`src/ray_sphere_closest_hit_unit_macros.svh`:
```
// ----------------------------------------------------------------------------
// Assertion macros for the ray / sphere closest-hit unit
// Concurrent checks clocked on clk and disabled while rst_n is low.
// ----------------------------------------------------------------------------
`ifndef RAY_SPHERE_CLOSEST_HIT_UNIT_MACROS_SVH
`define RAY_SPHERE_CLOSEST_HIT_UNIT_MACROS_SVH

// Condition must hold at every edge out of reset.
`define RSCH_ASSERT_ALWAYS(lbl, cond, msg) \
    lbl: assert property (@(posedge clk) disable iff (!rst_n) (cond)) \
        else $error(msg);

// Consequent must hold in the same cycle as the antecedent.
`define RSCH_ASSERT_IMPLY(lbl, ante, cons, msg) \
    lbl: assert property (@(posedge clk) disable iff (!rst_n) (ante) |-> (cons)) \
        else $error(msg);

`endif

```
`src/rsch_pkg.sv`:
```
`timescale 1ns / 1ps
// ----------------------------------------------------------------------------
// rsch_pkg
// Shared widths, request types and state encodings of the closest-hit unit.
// ----------------------------------------------------------------------------
package rsch_pkg;

    localparam int FRAC_BITS  = 16;
    localparam int COORD_W    = 32;
    localparam int DIR_W      = 18;
    localparam int RAD_W      = 31;
    localparam int DIST_W     = 31;
    localparam int IDX_W      = 8;
    localparam int NRM_W      = 18;

    localparam int OFS_W      = COORD_W + 1;          // origin - centre
    localparam int MAG_W      = 32;                   // multiplier operand
    localparam int PROD_W     = 2 * MAG_W;
    localparam int DOT_W      = OFS_W + DIR_W + 1;    // sum of three products
    localparam int B_W        = DOT_W - FRAC_BITS;
    localparam int ROOT_W     = B_W + 2;
    localparam int OSQ_W      = PROD_W - FRAC_BITS + 2;
    localparam int BSQ_W      = PROD_W - FRAC_BITS;
    localparam int RSQ_W      = 2 * RAD_W - FRAC_BITS;
    localparam int DL_W       = PROD_W - FRAC_BITS;
    localparam int SQ_W       = PROD_W;
    localparam int SQRT_W     = SQ_W / 2;
    localparam int SQRT_STEPS = SQ_W / 2;
    localparam int SQRT_CNT_W = $clog2(SQRT_STEPS);

    localparam int NPROD_W    = DIST_W + DIR_W;
    localparam int PT_W       = OFS_W + 2;
    localparam int Q_W        = FRAC_BITS + 1;
    localparam int DIV_STEPS  = Q_W;
    localparam int DIV_CNT_W  = $clog2(DIV_STEPS);
    localparam logic [Q_W-1:0] NRM_ONE = Q_W'(1) << FRAC_BITS;

    localparam int QUEUE_DEPTH = 2;
    localparam int QPTR_W      = $clog2(QUEUE_DEPTH);
    localparam int QCNT_W      = $clog2(QUEUE_DEPTH + 1);

    localparam int IN_DATA_W   = 3 * COORD_W + 3 * DIR_W + 3 * COORD_W + RAD_W;
    localparam int IN_TDATA_W  = ((IN_DATA_W + 7) / 8) * 8;
    localparam int OUT_DATA_W  = DIST_W + IDX_W + 3 * NRM_W;
    localparam int OUT_TDATA_W = ((OUT_DATA_W + 7) / 8) * 8;

    typedef struct packed {
        logic signed [COORD_W-1:0] origin_x;
        logic signed [COORD_W-1:0] origin_y;
        logic signed [COORD_W-1:0] origin_z;
        logic signed [DIR_W-1:0]   dir_x;
        logic signed [DIR_W-1:0]   dir_y;
        logic signed [DIR_W-1:0]   dir_z;
        logic signed [COORD_W-1:0] center_x;
        logic signed [COORD_W-1:0] center_y;
        logic signed [COORD_W-1:0] center_z;
        logic [RAD_W-1:0]          sphere_radius;
        logic                      last_sphere;
    } rsch_ray_t;

    // Classified sphere request handed from front to back.
    typedef struct packed {
        logic                    cand;
        logic [DIST_W-1:0]       t;
        logic signed [OFS_W-1:0] ofs_x;
        logic signed [OFS_W-1:0] ofs_y;
        logic signed [OFS_W-1:0] ofs_z;
        logic signed [DIR_W-1:0] dir_x;
        logic signed [DIR_W-1:0] dir_y;
        logic signed [DIR_W-1:0] dir_z;
        logic [RAD_W-1:0]        radius;
        logic                    last;
    } rsch_item_t;

    typedef struct packed {
        logic                    hit;
        logic [DIST_W-1:0]       distance;
        logic [IDX_W-1:0]        sphere_index;
        logic signed [NRM_W-1:0] normal_x;
        logic signed [NRM_W-1:0] normal_y;
        logic signed [NRM_W-1:0] normal_z;
    } rsch_result_t;

    typedef enum logic [2:0] {
        OP_DOT_X, OP_DOT_Y, OP_DOT_Z,
        OP_OSQ_X, OP_OSQ_Y, OP_OSQ_Z,
        OP_RSQ, OP_BSQ
    } fe_op_t;

    typedef enum logic [2:0] {
        FE_IDLE, FE_PREP, FE_MUL, FE_FIN, FE_DELTA, FE_SQRT, FE_ROOT, FE_PUSH
    } fe_state_t;

    typedef enum logic [2:0] {
        BE_IDLE, BE_EVAL, BE_MUL, BE_POINT, BE_SAT, BE_DIV, BE_NORM, BE_EMIT
    } be_state_t;

endpackage

```
`src/rsch_queue.sv`:
```
`timescale 1ns / 1ps
// ----------------------------------------------------------------------------
// rsch_queue
// Short request queue that decouples the front from the back.
// ----------------------------------------------------------------------------
module rsch_queue (
    input  logic                 clk,
    input  logic                 rst_n,
    input  logic                 push,
    input  rsch_pkg::rsch_item_t push_item,
    output logic                 full,
    input  logic                 pop,
    output rsch_pkg::rsch_item_t pop_item,
    output logic                 valid
);
    import rsch_pkg::*;

    rsch_item_t        slot_reg [QUEUE_DEPTH];
    logic [QPTR_W-1:0] wr_ptr_reg, rd_ptr_reg;
    logic [QCNT_W-1:0] count_reg;

    assign full     = (count_reg == QCNT_W'(QUEUE_DEPTH));
    assign valid    = (count_reg != '0);
    assign pop_item = slot_reg[rd_ptr_reg];

    always_ff @(posedge clk or negedge rst_n)
    begin
        if (!rst_n)
        begin
            wr_ptr_reg <= '0;
            rd_ptr_reg <= '0;
            count_reg  <= '0;
        end
        else
        begin
            if (push)
                wr_ptr_reg <= wr_ptr_reg + 1'b1;
            if (pop)
                rd_ptr_reg <= rd_ptr_reg + 1'b1;
            if (push && !pop)
                count_reg <= count_reg + 1'b1;
            else if (pop && !push)
                count_reg <= count_reg - 1'b1;
        end
    end

    always_ff @(posedge clk)
    begin
        if (push)
            slot_reg[wr_ptr_reg] <= push_item;
    end

endmodule

```
`config.mk`:
```
export PLATFORM = sky130hd
export DESIGN_NAME = rsch_queue
export DESIGN_NICKNAME = d
export VERILOG_FILES = /design/src/ray_sphere_closest_hit_unit_macros.svh /design/src/rsch_pkg.sv /design/src/rsch_queue.sv
export SDC_FILE = /design/constraint.sdc
export NUM_CORES = 1
export LEC_CHECK = 0
export ABC_AREA = 1
export BUFFER_PORTS_ARGS = -buffer_cell sky130_fd_sc_hd__buf_4
export CORE_AREA = 5 5 187 189
export CTS_CLUSTER_DIAMETER = 100
export DETAILED_ROUTE_END_ITERATION = 12
export DIE_AREA = 0 0 192 194
export PLACE_DENSITY = 0.76
export SLEW_MARGIN = 20
export SYNTH_ARGS = -nofsm -noshare
export SYNTH_HDL_FRONTEND = slang
export SYNTH_SLANG_ARGS = --single-unit
```
`constraint.sdc`:
```
create_clock -name clk -period 28.2 [get_ports clk]
set_input_delay 5.64 -clock clk [delete_from_list [all_inputs] [get_ports clk]]
set_output_delay 5.64 -clock clk [all_outputs]
set_load 0.005 [all_outputs]
```
==> results.json <==
{
  "status": "complete, no violations",
  "clock_tree.htree_level_count": 2,
  "cts_root_buffer": "clkbuf_16",
  "routability_driven_placement_congestion_ratio": 0.8401,
  "seq_cells_post_synth": 438,
  "report.final.hold_viol_count": 0,
  "grt_remaining_overflow": 0,
  "ant_nets": 0,
  "crit_path_max_fanout": 67,
  "synth.avg_cell_area_um2": 23.28,
  "die_outline_area_um2": 37250,
  "p_total_mw": 2.103,
  "cp_slowest_stage_delay_ns": 0.88,
  "fmaxAchievable_mhz": 108.8,
  "synth.yosys.seq_area_share": 0.8059,
  "cp-start-kind": "register",
  "worstRegToRegCells": 3,
  "detailedRoute.firstPassIterationCount": 6,
  "first_global_vias": 8855,
  "first_pass_grt_wire_length_um": 52410,
  "routedLengthMet1_um": 12960,
  "synth_top_cell_by_area": "edfxtp_1",
  "hold_depth": 2,
  "cts.repair.resized": 0,
  "power_per_cell_area_nw_per_um2": 98.39,
  "cp_cell_sequence": "buf_4 > buf_4 > mux2_4 > buf_4",
  "worst_slew_margin_rel": 0.3042,
  "layout_worst_path_cycle_share": 0.3260,
  "post_cts.repair.setup_buffers": 0,
  "tritoncts_clock_tree": "yes",
  "route.met2.wl_um": 18160,
  "clkSlewWorstSetupHoldPaths_ns": 0.06,
  "dp.final_hpwl_um": 24840,
  "worst-slew-pin-transition_ns": 1.044,
  "postRouteWirelength_um": 36070,
  "row_count": 67,
  "skew_ns": 0.01095,
  "cp_num_cells": 4,
  "route.detailed.vias_per_inst": 4.969,
  "routed-via-count": 8204,
  "die_width_um": 192,
  "die_height_um": 194,
  "fin_crit_ns": 9.194,
  "yosys_warnings": 0,
  "report.final.slew_viol_count": 0,
  "synth.net_count": 922,
  "worstSetupPathType": "register to output pin",
  "mappedNetlistArea_um2": 16300,
  "synthesis.instances": 700,
  "dominant_cells_by_area_after_synthesis": "edfxtp_1 80%, mux2_4 9.2%, mux2_2 8.1%, buf_8 0.92%, dfrtp_1 0.61%",
  "dp_cells": 1571,
  "post_drt_wl_per_cell_um": 21.85,
  "effective_utilization_at_floorplan": 0.4921,
  "proportion_of_layout_cells_with_a_drive_suffix_above_1": 0.6033,
  "crit_path_end_kind": "output pin",
  "detailroute.wirelength.met3_um": 3932,
  "area.growth.synth_to_final_pct": 31.17,
  "clock_sinks": 438,
  "hold_path.class": "register to register",
  "synth_top_cell_area_share": 0.7998,
  "timing.critical_path.mode_cell": "buf_4",
  "core_region_area_um2": 33110,
  "cp.required_ns": 22.56,
  "drt-initial-drc-count": 390,
  "tritoncts.num_buffers": 45,
  "yosysUniqueCellTypes": 16,
  "num-nets-final": 1392,
  "cellLeakagePower_nw": 8.296,
  "detail_route.drc_violations": 0,
  "maxcap_viol_count": 0,
  "clock_latency_at_the_later_pin_of_the_worst_skew_pair_ns": 0.53,
  "number_of_antenna_violations_at_the_first_check_in_global_routing": 3,
  "arrival_ns": 3.55,
  "finalNonFillerCells": 1651,
  "grt_use_total": 0.1848,
  "max-clock-path-buffers": 3,
  "path_delay_family": "buffers and inverters",
  "timing.final.setup_violations": 0,
  "vdd_ir_drop_max_mv": 0.06949,
  "path_buf_inv": 3,
  "flip_flop_count_of_the_largest_register_after_layout": 434,
  "commonest_non_fill_non_tap_cell_in_the_layout": "buf_4",
  "cp_slowest_cell": "buf_4",
  "io_pins": 440,
  "setup_tns_ns": 0,
  "placement.io_buffers": 439,
  "ctsHoldBuffers": 0,
  "grt_max_degree": 82,
  "rsz_0062_raised_after_global_routing": "no",
  "most-common-layout-cells": "446 x buf_4, 434 x edfxtp_1, 117 x mux2_2",
  "highest-signal-layer": "met4"
}
power by group:
part           total [mW]  internal [mW]  switching [mW]
sequential          0.907          0.866          0.0407
combinational       0.640          0.360           0.280
clock               0.556          0.328           0.229
total                2.10           1.55           0.550
cell families (layout without fill, tap and decap cells):
group	count (synthesis)	count (layout)	synth area share
flip-flops	438	438	0.8059
multiplexers	217	217	0.1730
buffers and inverters	31	531	0.01620
AND/OR/NAND/NOR	10	10	0.002534
XOR/XNOR	3	3	0.001613
adder cells (fa/ha/maj)	1	1	0.0007677
other	0	3	0
final timing paths:
check                                              start                          to  slack, ns
worst min-delay path            count_reg[1]$_DFFE_PN0P_    count_reg[1]$_DFFE_PN0P_       0.50
worst max-delay path              rd_ptr_reg$_DFFE_PN0P_               pop_item[137]      19.01
worst min register to register  count_reg[1]$_DFFE_PN0P_    count_reg[1]$_DFFE_PN0P_       0.50
min in group asynchronous                          rst_n    count_reg[1]$_DFFE_PN0P_       4.90
worst max register to register    wr_ptr_reg$_DFFE_PN0P_  slot_reg[0][212]$_DFFE_PP_      25.54
max in group asynchronous                          rst_n      rd_ptr_reg$_DFFE_PN0P_      23.18
metal layers:
layer / GRT usage / vias to the layer above
li1: - / 3728
met1: 0.2131 / 4047
met2: 0.3149 / 367
met3: 0.07490 / 62
met4: 0.06022 / 0
met5: 0 / -
area by class of cell:
type                            count  area [um^2]
Multi-Input combinational cell    231         2907
Clock buffer                       53         1156
Sequential cell                   438        13140
Timing Repair Buffer              447         3359
Tap cell                          448        560.5
Antenna cell                        3        7.507
Clock inverter                     24        215.2
Fill cell                        2258        11740
Inverter                            7        33.78
synth_stat cells:
master    count
buf_2        10
buf_4         2
buf_6         2
buf_8        10
dfrtp_1       4
edfxtp_1    434
ha_1          1
inv_1         7
mux2_2      117
mux2_4      100
nand2_1       6
nand3_1       1
nand4_1       1
nor2_1        2
xnor2_1       1
xor2_1        2
stage by stage:
step | hold slack, ns | util | setup WS, ns | cell area, um^2
6_report | 0.4993 | 0.6455 | 19.01 | 21380
5_1_grt | 0.5287 | 0.6455 | 18.82 | 21380
4_1_cts | 0.4993 | 0.6452 | 18.66 | 21360
3_5_place_dp | 0.4832 | 0.6038 | 19.24 | 19990
3_3_place_gp | 0.4529 | 0.6038 | 19.27 | 19990
2_1_floorplan | 0.4417 | - | 12.65 | 16300
worst register-to-register path: cells and delay by family (launching register included):
family / cells / cell delay, ns
buffers and inverters: 2 / 1.65
DFF: 1 / 0.43
and+or+nand+nor: 1 / 0.11
(Power assumes the default switching activity.)
