## config.mk

```make
export PLATFORM = sky130hd
export DESIGN_NAME = rsch_front
export DESIGN_NICKNAME = d
export VERILOG_FILES = /design/src/ray_sphere_closest_hit_unit_macros.svh /design/src/rsch_pkg.sv /design/src/rsch_front.sv
export SDC_FILE = /design/constraint.sdc
export NUM_CORES = 2
export LEC_CHECK = 0
export BUFFER_PORTS_ARGS = -buffer_cell sky130_fd_sc_hd__buf_2
export CAP_MARGIN = 5
export CORE_ASPECT_RATIO = 0.6
export CORE_MARGIN = 3
export CORE_UTILIZATION = 54
export CTS_CLUSTER_SIZE = 25
export DETAILED_ROUTE_END_ITERATION = 10
export GPL_TIMING_DRIVEN = 0
export PLACE_DENSITY = 0.8
export SLEW_MARGIN = 15
export SYNTH_ARGS = -nofsm -noshare
export SYNTH_HDL_FRONTEND = slang
export SYNTH_SLANG_ARGS = --single-unit
```

## constraint.sdc

```tcl
create_clock -name clk -period 13.8 [get_ports clk]
set_input_delay 0.69 -clock clk [delete_from_list [all_inputs] [get_ports clk]]
set_output_delay 0.69 -clock clk [all_outputs]
set_load 0.01 [all_outputs]
```

## src/ray_sphere_closest_hit_unit_macros.svh

```systemverilog
// ----------------------------------------------------------------------------
// Assertion macros for the ray / sphere closest-hit unit
// Concurrent checks clocked on clk and disabled while rst_n is low.
// ----------------------------------------------------------------------------
`ifndef RAY_SPHERE_CLOSEST_HIT_UNIT_MACROS_SVH
`define RAY_SPHERE_CLOSEST_HIT_UNIT_MACROS_SVH

// Condition must hold at every edge out of reset.
`define RSCH_ASSERT_ALWAYS(lbl, cond, msg) \
    lbl: assert property (@(posedge clk) disable iff (!rst_n) (cond)) \
        else $error(msg);

// Consequent must hold in the same cycle as the antecedent.
`define RSCH_ASSERT_IMPLY(lbl, ante, cons, msg) \
    lbl: assert property (@(posedge clk) disable iff (!rst_n) (ante) |-> (cons)) \
        else $error(msg);

`endif

```

## src/rsch_pkg.sv

```systemverilog
`timescale 1ns / 1ps
// ----------------------------------------------------------------------------
// rsch_pkg
// Shared widths, request types and state encodings of the closest-hit unit.
// ----------------------------------------------------------------------------
package rsch_pkg;

    localparam int FRAC_BITS  = 16;
    localparam int COORD_W    = 32;
    localparam int DIR_W      = 18;
    localparam int RAD_W      = 31;
    localparam int DIST_W     = 31;
    localparam int IDX_W      = 8;
    localparam int NRM_W      = 18;

    localparam int OFS_W      = COORD_W + 1;          // origin - centre
    localparam int MAG_W      = 32;                   // multiplier operand
    localparam int PROD_W     = 2 * MAG_W;
    localparam int DOT_W      = OFS_W + DIR_W + 1;    // sum of three products
    localparam int B_W        = DOT_W - FRAC_BITS;
    localparam int ROOT_W     = B_W + 2;
    localparam int OSQ_W      = PROD_W - FRAC_BITS + 2;
    localparam int BSQ_W      = PROD_W - FRAC_BITS;
    localparam int RSQ_W      = 2 * RAD_W - FRAC_BITS;
    localparam int DL_W       = PROD_W - FRAC_BITS;
    localparam int SQ_W       = PROD_W;
    localparam int SQRT_W     = SQ_W / 2;
    localparam int SQRT_STEPS = SQ_W / 2;
    localparam int SQRT_CNT_W = $clog2(SQRT_STEPS);

    localparam int NPROD_W    = DIST_W + DIR_W;
    localparam int PT_W       = OFS_W + 2;
    localparam int Q_W        = FRAC_BITS + 1;
    localparam int DIV_STEPS  = Q_W;
    localparam int DIV_CNT_W  = $clog2(DIV_STEPS);
    localparam logic [Q_W-1:0] NRM_ONE = Q_W'(1) << FRAC_BITS;

    localparam int QUEUE_DEPTH = 2;
    localparam int QPTR_W      = $clog2(QUEUE_DEPTH);
    localparam int QCNT_W      = $clog2(QUEUE_DEPTH + 1);

    localparam int IN_DATA_W   = 3 * COORD_W + 3 * DIR_W + 3 * COORD_W + RAD_W;
    localparam int IN_TDATA_W  = ((IN_DATA_W + 7) / 8) * 8;
    localparam int OUT_DATA_W  = DIST_W + IDX_W + 3 * NRM_W;
    localparam int OUT_TDATA_W = ((OUT_DATA_W + 7) / 8) * 8;

    typedef struct packed {
        logic signed [COORD_W-1:0] origin_x;
        logic signed [COORD_W-1:0] origin_y;
        logic signed [COORD_W-1:0] origin_z;
        logic signed [DIR_W-1:0]   dir_x;
        logic signed [DIR_W-1:0]   dir_y;
        logic signed [DIR_W-1:0]   dir_z;
        logic signed [COORD_W-1:0] center_x;
        logic signed [COORD_W-1:0] center_y;
        logic signed [COORD_W-1:0] center_z;
        logic [RAD_W-1:0]          sphere_radius;
        logic                      last_sphere;
    } rsch_ray_t;

    // Classified sphere request handed from front to back.
    typedef struct packed {
        logic                    cand;
        logic [DIST_W-1:0]       t;
        logic signed [OFS_W-1:0] ofs_x;
        logic signed [OFS_W-1:0] ofs_y;
        logic signed [OFS_W-1:0] ofs_z;
        logic signed [DIR_W-1:0] dir_x;
        logic signed [DIR_W-1:0] dir_y;
        logic signed [DIR_W-1:0] dir_z;
        logic [RAD_W-1:0]        radius;
        logic                    last;
    } rsch_item_t;

    typedef struct packed {
        logic                    hit;
        logic [DIST_W-1:0]       distance;
        logic [IDX_W-1:0]        sphere_index;
        logic signed [NRM_W-1:0] normal_x;
        logic signed [NRM_W-1:0] normal_y;
        logic signed [NRM_W-1:0] normal_z;
    } rsch_result_t;

    typedef enum logic [2:0] {
        OP_DOT_X, OP_DOT_Y, OP_DOT_Z,
        OP_OSQ_X, OP_OSQ_Y, OP_OSQ_Z,
        OP_RSQ, OP_BSQ
    } fe_op_t;

    typedef enum logic [2:0] {
        FE_IDLE, FE_PREP, FE_MUL, FE_FIN, FE_DELTA, FE_SQRT, FE_ROOT, FE_PUSH
    } fe_state_t;

    typedef enum logic [2:0] {
        BE_IDLE, BE_EVAL, BE_MUL, BE_POINT, BE_SAT, BE_DIV, BE_NORM, BE_EMIT
    } be_state_t;

endpackage

```

## src/rsch_front.sv

```systemverilog
`timescale 1ns / 1ps
// ----------------------------------------------------------------------------
// rsch_front
// Accept a sphere request, solve the ray quadratic and classify the root.
// ----------------------------------------------------------------------------
module rsch_front (
    input  logic                 clk,
    input  logic                 rst_n,
    input  logic                 in_valid,
    output logic                 in_ready,
    input  rsch_pkg::rsch_ray_t  in_ray,
    output logic                 q_push,
    output rsch_pkg::rsch_item_t q_item,
    input  logic                 q_full
);
    import rsch_pkg::*;

    fe_state_t               state_reg, state_next;
    logic signed [OFS_W-1:0] ofs_reg [3];
    logic [MAG_W-1:0]        om_reg [3];
    logic                    os_reg [3];
    logic signed [DIR_W-1:0] dir_reg [3];
    logic [DIR_W-1:0]        dm_reg [3];
    logic                    ds_reg [3];
    logic [RAD_W-1:0]        rad_reg;
    logic                    last_reg;

    fe_op_t                  op_reg, prod_op_reg;
    logic [PROD_W-1:0]       prod_reg;
    logic                    prod_vld_reg;
    logic signed [DOT_W-1:0] dot_reg;
    logic signed [B_W-1:0]   b_reg;
    logic [MAG_W-1:0]        ub_reg;
    logic [OSQ_W-1:0]        osq_reg;
    logic [BSQ_W-1:0]        bsq_reg;
    logic [RSQ_W-1:0]        rsq_reg;

    logic [SQ_W-1:0]         sq_x_reg, sq_res_reg, sq_bit_reg;
    logic [SQRT_CNT_W-1:0]   sq_cnt_reg;
    logic                    delta_ok_reg;
    logic [DIST_W-1:0]       t_reg;
    logic                    cand_reg;

    logic [MAG_W-1:0]         mul_a, mul_b;
    logic                     dot_neg;
    logic signed [DOT_W-1:0]  dot_term;
    logic signed [B_W-1:0]    b_cur;
    logic [B_W-1:0]           bmag;
    logic [BSQ_W:0]           sq_sum;
    logic signed [OSQ_W:0]    diff;
    logic [DL_W-1:0]          dl;
    logic [SQ_W-1:0]          trial;
    logic signed [ROOT_W-1:0] nb, s_ext, near_r, far_r, t_sel;
    logic                     near_pos, far_pos;

    // Multiplier operand select
    always_comb
    begin
        mul_a = '0;
        mul_b = '0;
        case (op_reg)
            OP_DOT_X: begin mul_a = om_reg[0]; mul_b = MAG_W'(dm_reg[0]); end
            OP_DOT_Y: begin mul_a = om_reg[1]; mul_b = MAG_W'(dm_reg[1]); end
            OP_DOT_Z: begin mul_a = om_reg[2]; mul_b = MAG_W'(dm_reg[2]); end
            OP_OSQ_X: begin mul_a = om_reg[0]; mul_b = om_reg[0]; end
            OP_OSQ_Y: begin mul_a = om_reg[1]; mul_b = om_reg[1]; end
            OP_OSQ_Z: begin mul_a = om_reg[2]; mul_b = om_reg[2]; end
            OP_RSQ:   begin mul_a = MAG_W'(rad_reg); mul_b = MAG_W'(rad_reg); end
            OP_BSQ:   begin mul_a = ub_reg; mul_b = ub_reg; end
            default:  begin mul_a = '0; mul_b = '0; end
        endcase
    end

    always_comb
    begin
        case (prod_op_reg)
            OP_DOT_X: dot_neg = os_reg[0] ^ ds_reg[0];
            OP_DOT_Y: dot_neg = os_reg[1] ^ ds_reg[1];
            OP_DOT_Z: dot_neg = os_reg[2] ^ ds_reg[2];
            default:  dot_neg = 1'b0;
        endcase
        dot_term = $signed({1'b0, prod_reg[DOT_W-2:0]});
        if (dot_neg)
            dot_term = -dot_term;
    end

    // floor(dot / 2^FRAC_BITS) is the upper slice; saturate |b| to 32 bits
    assign b_cur = dot_reg[DOT_W-1:FRAC_BITS];
    assign bmag  = b_cur[B_W-1] ? B_W'(-b_cur) : B_W'(b_cur);

    assign sq_sum = (BSQ_W+1)'(bsq_reg) + (BSQ_W+1)'(rsq_reg);
    assign diff   = $signed((OSQ_W+1)'(sq_sum)) - $signed((OSQ_W+1)'(osq_reg));
    assign dl     = (diff[OSQ_W-1:DL_W] != '0) ? '1 : diff[DL_W-1:0];
    assign trial  = sq_res_reg + sq_bit_reg;

    assign nb       = -ROOT_W'(b_reg);
    assign s_ext    = $signed(ROOT_W'(sq_res_reg[SQRT_W-1:0]));
    assign near_r   = nb - s_ext;
    assign far_r    = nb + s_ext;
    assign near_pos = !near_r[ROOT_W-1] && (near_r != '0);
    assign far_pos  = !far_r[ROOT_W-1] && (far_r != '0);
    assign t_sel    = near_pos ? near_r : (far_pos ? far_r : '0);

    always_comb
    begin
        state_next = state_reg;
        case (state_reg)
            FE_IDLE:  if (in_valid) state_next = FE_PREP;
            FE_PREP:  state_next = FE_MUL;
            FE_MUL:   if (op_reg == OP_BSQ) state_next = FE_FIN;
            FE_FIN:   state_next = FE_DELTA;
            FE_DELTA: state_next = FE_SQRT;
            FE_SQRT:  if (sq_cnt_reg == SQRT_CNT_W'(SQRT_STEPS - 1)) state_next = FE_ROOT;
            FE_ROOT:  state_next = FE_PUSH;
            FE_PUSH:  if (!q_full) state_next = FE_IDLE;
            default:  state_next = FE_IDLE;
        endcase
    end

    always_comb
    begin
        in_ready = (state_reg == FE_IDLE);
        q_push   = (state_reg == FE_PUSH) && !q_full;
    end

    assign q_item = '{cand: cand_reg, t: t_reg,
                      ofs_x: ofs_reg[0], ofs_y: ofs_reg[1], ofs_z: ofs_reg[2],
                      dir_x: dir_reg[0], dir_y: dir_reg[1], dir_z: dir_reg[2],
                      radius: rad_reg, last: last_reg};

    always_ff @(posedge clk or negedge rst_n)
    begin
        if (!rst_n)
        begin
            state_reg    <= FE_IDLE;
            prod_vld_reg <= 1'b0;
        end
        else
        begin
            state_reg    <= state_next;
            prod_vld_reg <= (state_reg == FE_MUL);
        end
    end

    // Datapath
    always_ff @(posedge clk)
    begin
        prod_reg    <= PROD_W'(mul_a) * PROD_W'(mul_b);
        prod_op_reg <= op_reg;

        if (prod_vld_reg)
        begin
            case (prod_op_reg)
                OP_DOT_X, OP_DOT_Y, OP_DOT_Z: dot_reg <= dot_reg + dot_term;
                OP_OSQ_X, OP_OSQ_Y, OP_OSQ_Z:
                    osq_reg <= osq_reg + OSQ_W'(prod_reg[PROD_W-1:FRAC_BITS]);
                OP_RSQ:  rsq_reg <= prod_reg[2*RAD_W-1:FRAC_BITS];
                OP_BSQ:  bsq_reg <= prod_reg[PROD_W-1:FRAC_BITS];
                default: ;
            endcase
        end

        case (state_reg)
            FE_IDLE:
            begin
                ofs_reg[0] <= OFS_W'(in_ray.origin_x) - OFS_W'(in_ray.center_x);
                ofs_reg[1] <= OFS_W'(in_ray.origin_y) - OFS_W'(in_ray.center_y);
                ofs_reg[2] <= OFS_W'(in_ray.origin_z) - OFS_W'(in_ray.center_z);
                dir_reg[0] <= in_ray.dir_x;
                dir_reg[1] <= in_ray.dir_y;
                dir_reg[2] <= in_ray.dir_z;
                rad_reg    <= in_ray.sphere_radius;
                last_reg   <= in_ray.last_sphere;
            end
            FE_PREP:
            begin
                for (int k = 0; k < 3; k++)
                begin
                    os_reg[k] <= ofs_reg[k][OFS_W-1];
                    om_reg[k] <= ofs_reg[k][OFS_W-1] ? MAG_W'(-ofs_reg[k])
                                                      : MAG_W'(ofs_reg[k]);
                    ds_reg[k] <= dir_reg[k][DIR_W-1];
                    dm_reg[k] <= dir_reg[k][DIR_W-1] ? DIR_W'(-dir_reg[k])
                                                      : DIR_W'(dir_reg[k]);
                end
                dot_reg <= '0;
                osq_reg <= '0;
                op_reg  <= OP_DOT_X;
            end
            FE_MUL:
            begin
                op_reg <= fe_op_t'(op_reg + 3'd1);
                // dot product is complete by the time r*r issues
                if (op_reg == OP_RSQ)
                begin
                    b_reg  <= b_cur;
                    ub_reg <= (bmag[B_W-1:MAG_W] != '0) ? '1 : bmag[MAG_W-1:0];
                end
            end
            FE_DELTA:
            begin
                delta_ok_reg <= !diff[OSQ_W];
                sq_x_reg     <= {dl, FRAC_BITS'(0)};
                sq_res_reg   <= '0;
                sq_bit_reg   <= SQ_W'(1) << (SQ_W - 2);
                sq_cnt_reg   <= '0;
            end
            FE_SQRT:
            begin
                if (sq_x_reg >= trial)
                begin
                    sq_x_reg   <= sq_x_reg - trial;
                    sq_res_reg <= (sq_res_reg >> 1) + sq_bit_reg;
                end
                else
                    sq_res_reg <= sq_res_reg >> 1;
                sq_bit_reg <= sq_bit_reg >> 2;
                sq_cnt_reg <= sq_cnt_reg + 1'b1;
            end
            FE_ROOT:
            begin
                t_reg    <= t_sel[DIST_W-1:0];
                cand_reg <= (rad_reg != '0) && delta_ok_reg && !t_sel[ROOT_W-1]
                            && (t_sel != '0) && (t_sel[ROOT_W-1:DIST_W] == '0);
            end
            default: ;
        endcase
    end

endmodule

```

==> out/metrics.cfg <==
[run_status]
outcome = finished clean

[worst_setup_path]
endpoint_kind = flip-flop
timing.critical_path.max_delay_family = adder cells
crit_buf_inv = 9
cp_max_fo = 10
slowest_stage = a222oi_1
rrSetupSlack_ns = 0.02
cp-start-kind = flip-flop
cp_common_cell = fa_1
cp.arrival_ns = 14.40
cp_data_required_time_ns = 14.42
max_stage_delay_ns = 1.06
path_class = reg2reg

[route]
vias = 82800
drtIter0Drc = 12000
wl_per_cell_um = 29.5
drt-total-wl_um = 385000
antenna_left = 0
viasPerCell = 6.34
drc = 0
dr.pass1.iters = 9

[die]
chipWidth_um = 540
die_h_um = 326
rows = 116
start_util_pct = 54.9
ios = 501
dieArea_mm2 = 0.176
core_mm2 = 0.168

[yosys]
yosys-top-cells-count = inv_1 (1,393), nor2_1 (1,095), nand2_1 (1,068)
yosysWarnings = 0
yosysSeqAreaShare_pct = 26.6
synth_top_area_cell = edfxtp_1
synthCells = 10100
synth_top_area_share_pct = 22.9
synth_edf_count = 704
ys_types = 104
avgSynthCellArea_um2 = 9.16
ys_seq_elements = 877
synth_area_mm2 = 0.0924
synthTopCellsByArea = edfxtp_1 (23%), fa_1 (21%), ha_1 (9.8%)
synth_most_common_cell = inv_1
synth_ff_type = edfxtp_1
synth_nets = 12000
async_flop_share_pct = 0.456

[global_route]
grt_max_degree = 61
grt_pass1_wl_um = 547000
antenna_found_initial = 28
track_usage_pct = 42.9
grt_pass1_vias = 78400
grt_overflow = 0

[timing]
hold_viol = 0
clock_skew_ns = 0.0455
slew_headroom_pct = 9.91
period_share_pct = 99.9
min_period_ns = 13.78
worst_pin_slew_ns = 1.35
finalSetupViolations = 0
drv_slew = 0
fmax_mhz = 72.6
hold_ws_ns = 0.117

[run]
cap_violations = 0

[placed_design]
dpl_cell_area_mm2 = 0.0987
portBuffers = 500
hpwl_um = 325000
gp_congestion = 1.11
dp.cells = 12900

[finish]
design_area_mm2 = 0.102
nets = 12700
stdcell_count = 13100
largest_register_ffs = 99
layout-drive-gt1-share_pct = 8.54
num-fill-cells = 14600
syn_to_final_growth_pct = 10.4

[clock_network]
clockBufferDepth = 3
cts_tree = done
cts.reportedPaths.clkPinSlew_ns = 0.07
cts.htree.levels = 3
cts_buffers = 87
root_buffer = clkbuf_16
clk_latency_ns = 0.74
cts.sinks = 877

[worst_hold_path]
hold_class = in2reg

[logic make-up after synthesis]
logic type	share of synthesized area [%]
AND/OR/NAND/NOR	15.1
AO/OA/AOI/OAI	14.0
buffers and inverters	7.30
adder cells (fa/ha/maj)	30.3
flip-flops	26.6
XOR/XNOR	6.48
multiplexers	0.187
[metrics by stage]
step / utilization [%] / setup TNS, ns / worst slack [ns]
floorplan: - / 0 / 3.64
global placement: 58.0 / -113.87 / -3.49
detailed placement: 58.6 / -0.255 / -0.186
CTS: 60.4 / 0 / 0.000671
global route: 60.6 / -0.00131 / -0.00131
finish: 60.6 / 0 / 0.0191
[placed cells by master (no fill, tap or decap), types with 102 or more instances in the layout]
cell and count:
inv_1 1393, nor2_1 1091, nand2_1 1068, fa_1 950, ha_1 721, edfxtp_1 704
buf_2 519, a21oi_1 496, xnor2_1 470, o21ai_0 358, clkbuf_1 293, xor2_1 214
a21o_1 187, dfxtp_1 169, nand3_1 131, nor3_1 126, nand2b_1 103, a31oi_1 102
o21a_1 102
[worst register-to-register path, delay by kind of cell (launching register included)]
kind / cells / cell delay [ns]
simple gates: 7 / 1.40
flops: 1 / 0.63
fa+ha+maj: 10 / 4.94
compound gates: 10 / 4.35
buf+inv: 9 / 2.35
[metal layers]
layer,track usage (%),up-vias,wire (µm)
li1,-,35300,-
met1,62.8,40800,160000
met2,54.1,5942,142000
met3,20.9,719,68500
met4,14.0,30,15100
met5,0,-,260
[final cells by class]
class	count	area (µm²)	area share, %
timing repair buffer	558	3320	3.26
multi-input combinational	7430	61300	60.1
clock buffer	103	2300	2.25
antenna	18	45.0	0.0442
buffer	382	1600	1.57
clock inverter	59	739	0.725
sequential	877	24600	24.1
tap	2242	2810	2.75
inverter	1399	5250	5.15
[timing repair]
action                                  in CTS  in global routing
resized for setup                            4                110
hold buffers                                 1                  0
pin swaps                                    0                  7
endpoints found under the setup margin       4                  9
endpoints found under the hold margin        4                  0
setup buffers                                0                  2
[path summary, 6_finish.rpt]
check,startpoint,to,cells after the start
min in group asynchronous,rst_n,state_reg[1],2
max reg2reg,op_reg[2],prod_reg[57],36
min,in_ray[149],dir_reg[0][21],1
min reg2reg,dot_reg[14],dot_reg[14],2
max,op_reg[2],prod_reg[57],36
max in group asynchronous,rst_n,state_reg[2],2
Power is left out: the tool's default activity adds up to more than one toggle a clock period on the data nets, which glitch-free logic cannot reach.
