## config.mk

```make
export PLATFORM = sky130hd
export DESIGN_NAME = rsch_back
export DESIGN_NICKNAME = d
export VERILOG_FILES = /design/src/ray_sphere_closest_hit_unit_macros.svh /design/src/rsch_pkg.sv /design/src/rsch_back.sv
export SDC_FILE = /design/constraint.sdc
export NUM_CORES = 2
export LEC_CHECK = 0
export ABC_AREA = 1
export BUFFER_PORTS_ARGS = -buffer_cell sky130_fd_sc_hd__buf_2
export CAP_MARGIN = 20
export CORE_MARGIN = 1.5
export CORE_UTILIZATION = 45
export CTS_CLUSTER_DIAMETER = 40
export CTS_CLUSTER_SIZE = 40
export DETAILED_ROUTE_END_ITERATION = 6
export GPL_TIMING_DRIVEN = 1
export PLACE_DENSITY = 0.64
export SLEW_MARGIN = 20
export SYNTH_ARGS = -nofsm -noshare
export SYNTH_HDL_FRONTEND = slang
export SYNTH_SLANG_ARGS = --single-unit
```

## constraint.sdc

```tcl
create_clock -name clk -period 7.8 [get_ports clk]
set_input_delay 0 -clock clk [delete_from_list [all_inputs] [get_ports clk]]
set_output_delay 0 -clock clk [all_outputs]
set_load 0.005 [all_outputs]
```

## src/ray_sphere_closest_hit_unit_macros.svh

```systemverilog
// ----------------------------------------------------------------------------
// Assertion macros for the ray / sphere closest-hit unit
// Concurrent checks clocked on clk and disabled while rst_n is low.
// ----------------------------------------------------------------------------
`ifndef RAY_SPHERE_CLOSEST_HIT_UNIT_MACROS_SVH
`define RAY_SPHERE_CLOSEST_HIT_UNIT_MACROS_SVH

// Condition must hold at every edge out of reset.
`define RSCH_ASSERT_ALWAYS(lbl, cond, msg) \
    lbl: assert property (@(posedge clk) disable iff (!rst_n) (cond)) \
        else $error(msg);

// Consequent must hold in the same cycle as the antecedent.
`define RSCH_ASSERT_IMPLY(lbl, ante, cons, msg) \
    lbl: assert property (@(posedge clk) disable iff (!rst_n) (ante) |-> (cons)) \
        else $error(msg);

`endif

```

## src/rsch_pkg.sv

```systemverilog
`timescale 1ns / 1ps
// ----------------------------------------------------------------------------
// rsch_pkg
// Shared widths, request types and state encodings of the closest-hit unit.
// ----------------------------------------------------------------------------
package rsch_pkg;

    localparam int FRAC_BITS  = 16;
    localparam int COORD_W    = 32;
    localparam int DIR_W      = 18;
    localparam int RAD_W      = 31;
    localparam int DIST_W     = 31;
    localparam int IDX_W      = 8;
    localparam int NRM_W      = 18;

    localparam int OFS_W      = COORD_W + 1;          // origin - centre
    localparam int MAG_W      = 32;                   // multiplier operand
    localparam int PROD_W     = 2 * MAG_W;
    localparam int DOT_W      = OFS_W + DIR_W + 1;    // sum of three products
    localparam int B_W        = DOT_W - FRAC_BITS;
    localparam int ROOT_W     = B_W + 2;
    localparam int OSQ_W      = PROD_W - FRAC_BITS + 2;
    localparam int BSQ_W      = PROD_W - FRAC_BITS;
    localparam int RSQ_W      = 2 * RAD_W - FRAC_BITS;
    localparam int DL_W       = PROD_W - FRAC_BITS;
    localparam int SQ_W       = PROD_W;
    localparam int SQRT_W     = SQ_W / 2;
    localparam int SQRT_STEPS = SQ_W / 2;
    localparam int SQRT_CNT_W = $clog2(SQRT_STEPS);

    localparam int NPROD_W    = DIST_W + DIR_W;
    localparam int PT_W       = OFS_W + 2;
    localparam int Q_W        = FRAC_BITS + 1;
    localparam int DIV_STEPS  = Q_W;
    localparam int DIV_CNT_W  = $clog2(DIV_STEPS);
    localparam logic [Q_W-1:0] NRM_ONE = Q_W'(1) << FRAC_BITS;

    localparam int QUEUE_DEPTH = 2;
    localparam int QPTR_W      = $clog2(QUEUE_DEPTH);
    localparam int QCNT_W      = $clog2(QUEUE_DEPTH + 1);

    localparam int IN_DATA_W   = 3 * COORD_W + 3 * DIR_W + 3 * COORD_W + RAD_W;
    localparam int IN_TDATA_W  = ((IN_DATA_W + 7) / 8) * 8;
    localparam int OUT_DATA_W  = DIST_W + IDX_W + 3 * NRM_W;
    localparam int OUT_TDATA_W = ((OUT_DATA_W + 7) / 8) * 8;

    typedef struct packed {
        logic signed [COORD_W-1:0] origin_x;
        logic signed [COORD_W-1:0] origin_y;
        logic signed [COORD_W-1:0] origin_z;
        logic signed [DIR_W-1:0]   dir_x;
        logic signed [DIR_W-1:0]   dir_y;
        logic signed [DIR_W-1:0]   dir_z;
        logic signed [COORD_W-1:0] center_x;
        logic signed [COORD_W-1:0] center_y;
        logic signed [COORD_W-1:0] center_z;
        logic [RAD_W-1:0]          sphere_radius;
        logic                      last_sphere;
    } rsch_ray_t;

    // Classified sphere request handed from front to back.
    typedef struct packed {
        logic                    cand;
        logic [DIST_W-1:0]       t;
        logic signed [OFS_W-1:0] ofs_x;
        logic signed [OFS_W-1:0] ofs_y;
        logic signed [OFS_W-1:0] ofs_z;
        logic signed [DIR_W-1:0] dir_x;
        logic signed [DIR_W-1:0] dir_y;
        logic signed [DIR_W-1:0] dir_z;
        logic [RAD_W-1:0]        radius;
        logic                    last;
    } rsch_item_t;

    typedef struct packed {
        logic                    hit;
        logic [DIST_W-1:0]       distance;
        logic [IDX_W-1:0]        sphere_index;
        logic signed [NRM_W-1:0] normal_x;
        logic signed [NRM_W-1:0] normal_y;
        logic signed [NRM_W-1:0] normal_z;
    } rsch_result_t;

    typedef enum logic [2:0] {
        OP_DOT_X, OP_DOT_Y, OP_DOT_Z,
        OP_OSQ_X, OP_OSQ_Y, OP_OSQ_Z,
        OP_RSQ, OP_BSQ
    } fe_op_t;

    typedef enum logic [2:0] {
        FE_IDLE, FE_PREP, FE_MUL, FE_FIN, FE_DELTA, FE_SQRT, FE_ROOT, FE_PUSH
    } fe_state_t;

    typedef enum logic [2:0] {
        BE_IDLE, BE_EVAL, BE_MUL, BE_POINT, BE_SAT, BE_DIV, BE_NORM, BE_EMIT
    } be_state_t;

endpackage

```

## src/rsch_back.sv

```systemverilog
`timescale 1ns / 1ps
// ----------------------------------------------------------------------------
// rsch_back
// Keep the nearest hit of a ray, derive its normal and emit the result.
// ----------------------------------------------------------------------------
module rsch_back (
    input  logic                   clk,
    input  logic                   rst_n,
    input  logic [rsch_pkg::DIST_W-1:0] far_limit,
    input  logic                   q_valid,
    input  rsch_pkg::rsch_item_t   q_item,
    output logic                   q_pop,
    output logic                   out_valid,
    input  logic                   out_ready,
    output rsch_pkg::rsch_result_t out_result
);
    import rsch_pkg::*;

    be_state_t               state_reg, state_next;
    rsch_item_t              item_reg;
    logic                    open_reg;
    logic [IDX_W-1:0]        cnt_reg, cur_idx_reg;
    logic [DIST_W-1:0]       best_dist_reg;
    logic [IDX_W-1:0]        best_idx_reg;
    logic signed [NRM_W-1:0] best_nrm_reg [3];
    logic                    found_reg;

    logic [1:0]              comp_reg;
    logic [NPROD_W-1:0]      prod_reg;
    logic                    psgn_reg;
    logic signed [PT_W-1:0]  pt_reg;
    logic                    pneg_reg, sat_reg, pbit_reg;
    logic [RAD_W-1:0]        rem_reg;
    logic [Q_W-1:0]          q_reg;
    logic [DIV_CNT_W-1:0]    div_cnt_reg;

    logic                    out_valid_reg;
    rsch_result_t            out_reg;

    logic signed [OFS_W-1:0]     ofs_sel;
    logic signed [DIR_W-1:0]     dir_sel;
    logic [DIR_W-1:0]            dmag;
    logic signed [NPROD_W:0]     sprod;
    logic [PT_W-1:0]             pmag;
    logic [RAD_W:0]              shl, sub;
    logic                        sub_ok;
    logic [Q_W-1:0]              nmag;
    logic signed [NRM_W-1:0]     nval;
    logic                        win, slot_free;

    always_comb
    begin
        case (comp_reg)
            2'd0:    begin ofs_sel = item_reg.ofs_x; dir_sel = item_reg.dir_x; end
            2'd1:    begin ofs_sel = item_reg.ofs_y; dir_sel = item_reg.dir_y; end
            2'd2:    begin ofs_sel = item_reg.ofs_z; dir_sel = item_reg.dir_z; end
            default: begin ofs_sel = item_reg.ofs_x; dir_sel = item_reg.dir_x; end
        endcase
    end

    assign dmag  = dir_sel[DIR_W-1] ? DIR_W'(-dir_sel) : DIR_W'(dir_sel);
    assign sprod = psgn_reg ? -$signed({1'b0, prod_reg}) : $signed({1'b0, prod_reg});
    assign pmag  = pt_reg[PT_W-1] ? PT_W'(-pt_reg) : PT_W'(pt_reg);

    // one restoring divide step; the low bit of |p| enters first, then zeros
    assign shl    = {rem_reg, (div_cnt_reg == '0) ? pbit_reg : 1'b0};
    assign sub    = shl - {1'b0, item_reg.radius};
    assign sub_ok = (shl >= {1'b0, item_reg.radius});

    assign nmag = (sat_reg || (q_reg > NRM_ONE)) ? NRM_ONE : q_reg;
    assign nval = pneg_reg ? -$signed(NRM_W'(nmag)) : $signed(NRM_W'(nmag));

    assign win       = item_reg.cand && (item_reg.t < best_dist_reg);
    assign slot_free = !out_valid_reg || out_ready;

    always_comb
    begin
        state_next = state_reg;
        case (state_reg)
            BE_IDLE:  if (q_valid) state_next = BE_EVAL;
            BE_EVAL:
                if (win)                state_next = BE_MUL;
                else if (item_reg.last) state_next = BE_EMIT;
                else                    state_next = BE_IDLE;
            BE_MUL:   state_next = BE_POINT;
            BE_POINT: state_next = BE_SAT;
            BE_SAT:   state_next = BE_DIV;
            BE_DIV:   if (sat_reg || div_cnt_reg == DIV_CNT_W'(DIV_STEPS - 1))
                          state_next = BE_NORM;
            BE_NORM:
                if (comp_reg != 2'd2)   state_next = BE_MUL;
                else if (item_reg.last) state_next = BE_EMIT;
                else                    state_next = BE_IDLE;
            BE_EMIT:  if (slot_free) state_next = BE_IDLE;
            default:  state_next = BE_IDLE;
        endcase
    end

    always_comb
    begin
        q_pop      = (state_reg == BE_IDLE) && q_valid;
        out_valid  = out_valid_reg;
        out_result = out_reg;
    end

    always_ff @(posedge clk or negedge rst_n)
    begin
        if (!rst_n)
        begin
            state_reg     <= BE_IDLE;
            open_reg      <= 1'b0;
            cnt_reg       <= '0;
            cur_idx_reg   <= '0;
            best_dist_reg <= '1;
            best_idx_reg  <= '0;
            found_reg     <= 1'b0;
            comp_reg      <= '0;
            out_valid_reg <= 1'b0;
            for (int k = 0; k < 3; k++)
                best_nrm_reg[k] <= '0;
        end
        else
        begin
            state_reg <= state_next;
            // load a new result when the slot frees, else drop the taken one
            if ((state_reg == BE_EMIT) && slot_free)
                out_valid_reg <= 1'b1;
            else if (out_ready)
                out_valid_reg <= 1'b0;

            case (state_reg)
                BE_IDLE:
                    if (q_valid)
                    begin
                        open_reg <= 1'b1;
                        if (!open_reg)
                        begin
                            best_dist_reg <= far_limit;
                            best_idx_reg  <= '0;
                            found_reg     <= 1'b0;
                            for (int k = 0; k < 3; k++)
                                best_nrm_reg[k] <= '0;
                            cur_idx_reg   <= '0;
                            cnt_reg       <= IDX_W'(1);
                        end
                        else
                        begin
                            cur_idx_reg <= cnt_reg;
                            cnt_reg     <= cnt_reg + 1'b1;
                        end
                    end
                BE_EVAL:
                    if (win)
                    begin
                        best_dist_reg <= item_reg.t;
                        best_idx_reg  <= cur_idx_reg;
                        found_reg     <= 1'b1;
                        comp_reg      <= '0;
                    end
                BE_NORM:
                begin
                    best_nrm_reg[comp_reg] <= nval;
                    comp_reg <= comp_reg + 1'b1;
                end
                BE_EMIT:
                    if (slot_free)
                        open_reg <= 1'b0;
                default: ;
            endcase
        end
    end

    always_ff @(posedge clk)
    begin
        case (state_reg)
            BE_IDLE:
                if (q_valid)
                    item_reg <= q_item;
            BE_MUL:
            begin
                prod_reg <= NPROD_W'(item_reg.t) * NPROD_W'(dmag);
                psgn_reg <= dir_sel[DIR_W-1];
            end
            BE_POINT:
                pt_reg <= PT_W'(ofs_sel) + PT_W'($signed(sprod[NPROD_W:FRAC_BITS]));
            BE_SAT:
            begin
                pneg_reg    <= pt_reg[PT_W-1];
                sat_reg     <= (PT_W+1)'(pmag) >= (PT_W+1)'({item_reg.radius, 1'b0});
                rem_reg     <= pmag[RAD_W:1];
                pbit_reg    <= pmag[0];
                q_reg       <= '0;
                div_cnt_reg <= '0;
            end
            BE_DIV:
            begin
                rem_reg     <= sub_ok ? sub[RAD_W-1:0] : shl[RAD_W-1:0];
                q_reg       <= {q_reg[Q_W-2:0], sub_ok};
                div_cnt_reg <= div_cnt_reg + 1'b1;
            end
            BE_EMIT:
                if (slot_free)
                    out_reg <= '{hit: found_reg, distance: best_dist_reg,
                                 sphere_index: best_idx_reg,
                                 normal_x: best_nrm_reg[0],
                                 normal_y: best_nrm_reg[1],
                                 normal_z: best_nrm_reg[2]};
            default: ;
        endcase
    end

endmodule
```

==> results summary <==
The run finished with clean final reports. The number of sinks on the clock net came out at approximately 570. The number of instances in the placed design is a little under 7,000. The via count is between 30,000 and 40,000. The global-route total usage across every layer is a little over a quarter.

Of the post-synthesis cell area, the dominant cell type holds 28.6%. The sum of overflow across all layers after global routing came out at 0. The net count of the finished layout is around 6,900. The critical path is of the flip-flop to flip-flop type. After the first detailed-routing iteration, the DRC count stood at approximately 2,800. The via count of the first global-routing pass came out at 39,200. The congestion estimate from routability-driven global placement came to around 0.95. Among all cell types in the netlist, the one instantiated most often is sky130_fd_sc_hd__nand2_1. The number of cell rows is 118. The wire length reported by the detailed router is between 100,000 and 150,000 µm. The async set-reset flop share out of synthesis came out at 20.6%.

The first global-routing pass estimated roughly 220,000 µm of wire. The flip-flop count of the largest register, all copies and words added is 217. At the pin with the least slew margin, the transition time is approximately 1000 ps.

The initial cell density of the core is approximately 46%. The critical path starts at comp_reg[0]. The detailed placement HPWL came out at between 100,000 and 150,000 µm.

The number of storage elements in the synthesis netlist came out at ~570. The count of maximum capacitance violations came out at 0. The final critical path takes up between 90% and 100% of the cycle. The clock tree synthesis step divided the H-tree into 3 levels. The later-pin clock latency in the skew report came out at between 600 and 700 ps. In the final layout, the share of cells above drive strength 1 is 13.6%. Yosys printed 0 warnings. The peak per-stage delay on the critical path is between 600 and 700 ps.

In the synthesized netlist, the number of instances is roughly 5,300. TritonCTS built the clock tree. Derived from the worst setup path, the maximum achievable clock frequency is approximately 130 MHz. After synthesis, the netlist uses 64 different library cells. STA puts the critical path data arrival time at 8000 ps.

The floorplan step defined a die boundary enclosing approximately 110,000 µm². The root buffer cell chosen for the clock tree is sky130_fd_sc_hd__clkbuf_16. The number of enable-type register cells in the synthesized netlist is 452. The startpoint identified for the worst register-to-register timing path is comp_reg[0]. The most frequent cell on the critical path is sky130_fd_sc_hd__fa_1. The post-route minimum period is 7590 ps. The number of antenna violations at the first check in global routing is 6. Sequential cells were found to cover 34.9% of the synthesized design area. The synthesized area per cell is 8.98 µm². The finished layout holds approximately 7,400 standard cells, fillers aside. STA classifies the critical path endpoint as a flip-flop. The number of slew-limit violations in the final report is 0. The critical path required time is between 8000 and 9000 ps. The area of the core came out at around 100,000 µm².

The worst min-delay path category is input pin to asynchronous set/reset pin. The leading register cell type out of synthesis is sky130_fd_sc_hd__edfxtp_1. The clock passes through at most 3 buffers. On the final layout, the worst clock skew is 53.1 ps. The DRC violation count after routing is 0. The number of endpoints with negative hold slack in the final report is 0. In this run the count of I/O pins placed on the die edge is between 300 and 400. The smallest hold slack came out at ~6.2 ps.

Setup repair after global routing could not meet its margin everywhere. The die height came out at between 300 and 400 µm. The maximum number of pins on one net before global-route repair is approximately 150. The relative slew slack is around 33%. The post-synth design cell area came out at approximately 47,000 µm². The pre-antenna-repair detailed-routing pass consisted of 6 iterations. The slowest stage of the critical path is the sky130_fd_sc_hd__fa_1 cell.

Sorting the synthesized cells by how often they occur yields 1,101 x sky130_fd_sc_hd__nand2_1, 959 x sky130_fd_sc_hd__inv_1, 474 x sky130_fd_sc_hd__nor2_1. The mean number of vias per cell came out at 5.24. The cell type with the largest total area after synthesis is sky130_fd_sc_hd__edfxtp_1. In the final routed layout, each cell accounts on average for 19.1 µm. The detail route stage leaves a number of antenna-violating nets equal to 0. Along the worst path, the maximum fanout reaches 9. Buffers inserted during clock tree synthesis total between 80 and 90. Summed over all failing endpoints, the final setup total negative slack is 0 ps. The number of failing setup endpoints in the final timing report came out at 0.

The die width is around 330 µm. The worst setup path is launched from a flip-flop. By area the synthesized netlist is led by sky130_fd_sc_hd__edfxtp_1 29%, sky130_fd_sc_hd__fa_1 20%, sky130_fd_sc_hd__nand2_1 8.7%. Relative to the synthesized area, the layout overhead comes to 19.9%.

The count of port buffers added during placement came out at roughly 350. The clock slew seen by the registers of the worst setup and hold paths is 60 ps. The number of nets in the synthesized netlist is 6,256.
cells in the final DEF (no fill, tap or decap), types with 14 or more instances in the layout:
| cell type | count |
|---|---|
| sky130_fd_sc_hd__xnor2_1 | 58 |
| sky130_fd_sc_hd__nand2_2 | 31 |
| sky130_fd_sc_hd__a21o_1 | 26 |
| sky130_fd_sc_hd__inv_1 | 956 |
| sky130_fd_sc_hd__buf_4 | 91 |
| sky130_fd_sc_hd__edfxtp_1 | 452 |
| sky130_fd_sc_hd__dfrtp_1 | 86 |
| sky130_fd_sc_hd__a22o_1 | 14 |
| sky130_fd_sc_hd__clkbuf_16 | 84 |
| sky130_fd_sc_hd__ha_1 | 245 |
| sky130_fd_sc_hd__nand4_1 | 49 |
| sky130_fd_sc_hd__nor2_1 | 454 |
| sky130_fd_sc_hd__nand2_1 | 1099 |
| sky130_fd_sc_hd__nor2_2 | 33 |
| sky130_fd_sc_hd__o21ai_0 | 218 |
| sky130_fd_sc_hd__o21ai_2 | 16 |
| sky130_fd_sc_hd__o21ai_1 | 35 |
| sky130_fd_sc_hd__xor2_1 | 100 |
| sky130_fd_sc_hd__a21oi_1 | 194 |
| sky130_fd_sc_hd__dlygate4sd3_1 | 257 |
| sky130_fd_sc_hd__inv_2 | 22 |
| sky130_fd_sc_hd__fa_1 | 463 |
| sky130_fd_sc_hd__dfstp_2 | 31 |
| sky130_fd_sc_hd__nor3_1 | 47 |
| sky130_fd_sc_hd__a221o_1 | 34 |
| sky130_fd_sc_hd__o211ai_1 | 17 |
| sky130_fd_sc_hd__a21oi_2 | 15 |
| sky130_fd_sc_hd__nand3_1 | 236 |
| sky130_fd_sc_hd__buf_12 | 18 |
| sky130_fd_sc_hd__buf_2 | 346 |
| sky130_fd_sc_hd__o21bai_1 | 14 |
stage by stage:
step                utilization (%)  setup slack, ps  area, µm²
floorplan                         -              772      47400
global placement               49.0              132      51000
detailed placement             49.0             91.5      51000
CTS                            54.2             88.9      56300
global route                   54.7            -97.5      56800
finish                         54.7              209      56800
critical path: cells and delay by family (launching register included):
family | cells | cell delay, ps
adders and majority gates | 8 | 3790
buffers and inverters | 9 | 1130
and+or+nand+nor | 10 | 970
AOI/OAI and AO/OA | 6 | 890
DFF | 1 | 400
xor gates and xnor gates | 1 | 150
path summary, 6_finish.rpt:
| kind | slack, ps | endpoint | cells after the start |
|---|---|---|---|
| worst max-delay path | 210 | prod_reg[43] | 34 |
| worst min-delay path | 6 | best_nrm_reg[45] | 2 |
| worst max register to register | 210 | prod_reg[43] | 34 |
| worst min register to register | 440 | out_result[37] | 0 |
| max in group asynchronous | 6540 | best_dist_reg[12] | 3 |
| min in group clk | 40 | item_reg[210] | 2 |
area by class of cell:
cell class / count / area (µm²)
repair buffers: 714 / 5400
fillers: 9438 / 47100
inverters: 993 / 3760
flip-flops and latches: 569 / 16500
well taps: 1380 / 1730
multi-input cells: 3548 / 26600
clock buffers: 91 / 2100
diodes: 8 / 20.0
clock inverters: 59 / 713
logic make-up after synthesis:
logic type	after synthesis	synth area share, %
buf+inv	1163	9.82
xor+xnor	158	2.92
flops	569	34.9
fa+ha+maj	724	26.5
simple gates	2025	17.9
compound gates	641	8.00
routing by layer:
metal	GRT usage (%)	part of all wire [%]	vias up
li1	-	-	18100
met4	9.38	3.8	2
met2	44.2	48	1332
met1	34.5	42	18800
met3	4.11	5.9	294
met5	0	0.0092	-
timing repair:
action | CTS | global route
endpoints found under the setup margin | 0 | 30
hold buffers | 257 | 0
resized for setup | 0 | 110
endpoints found under the hold margin | 347 | 0
buffers inserted | 0 | 6
Power is not shown: default switching activity piles up to over one toggle a cycle in this logic, so the estimate is an artifact.
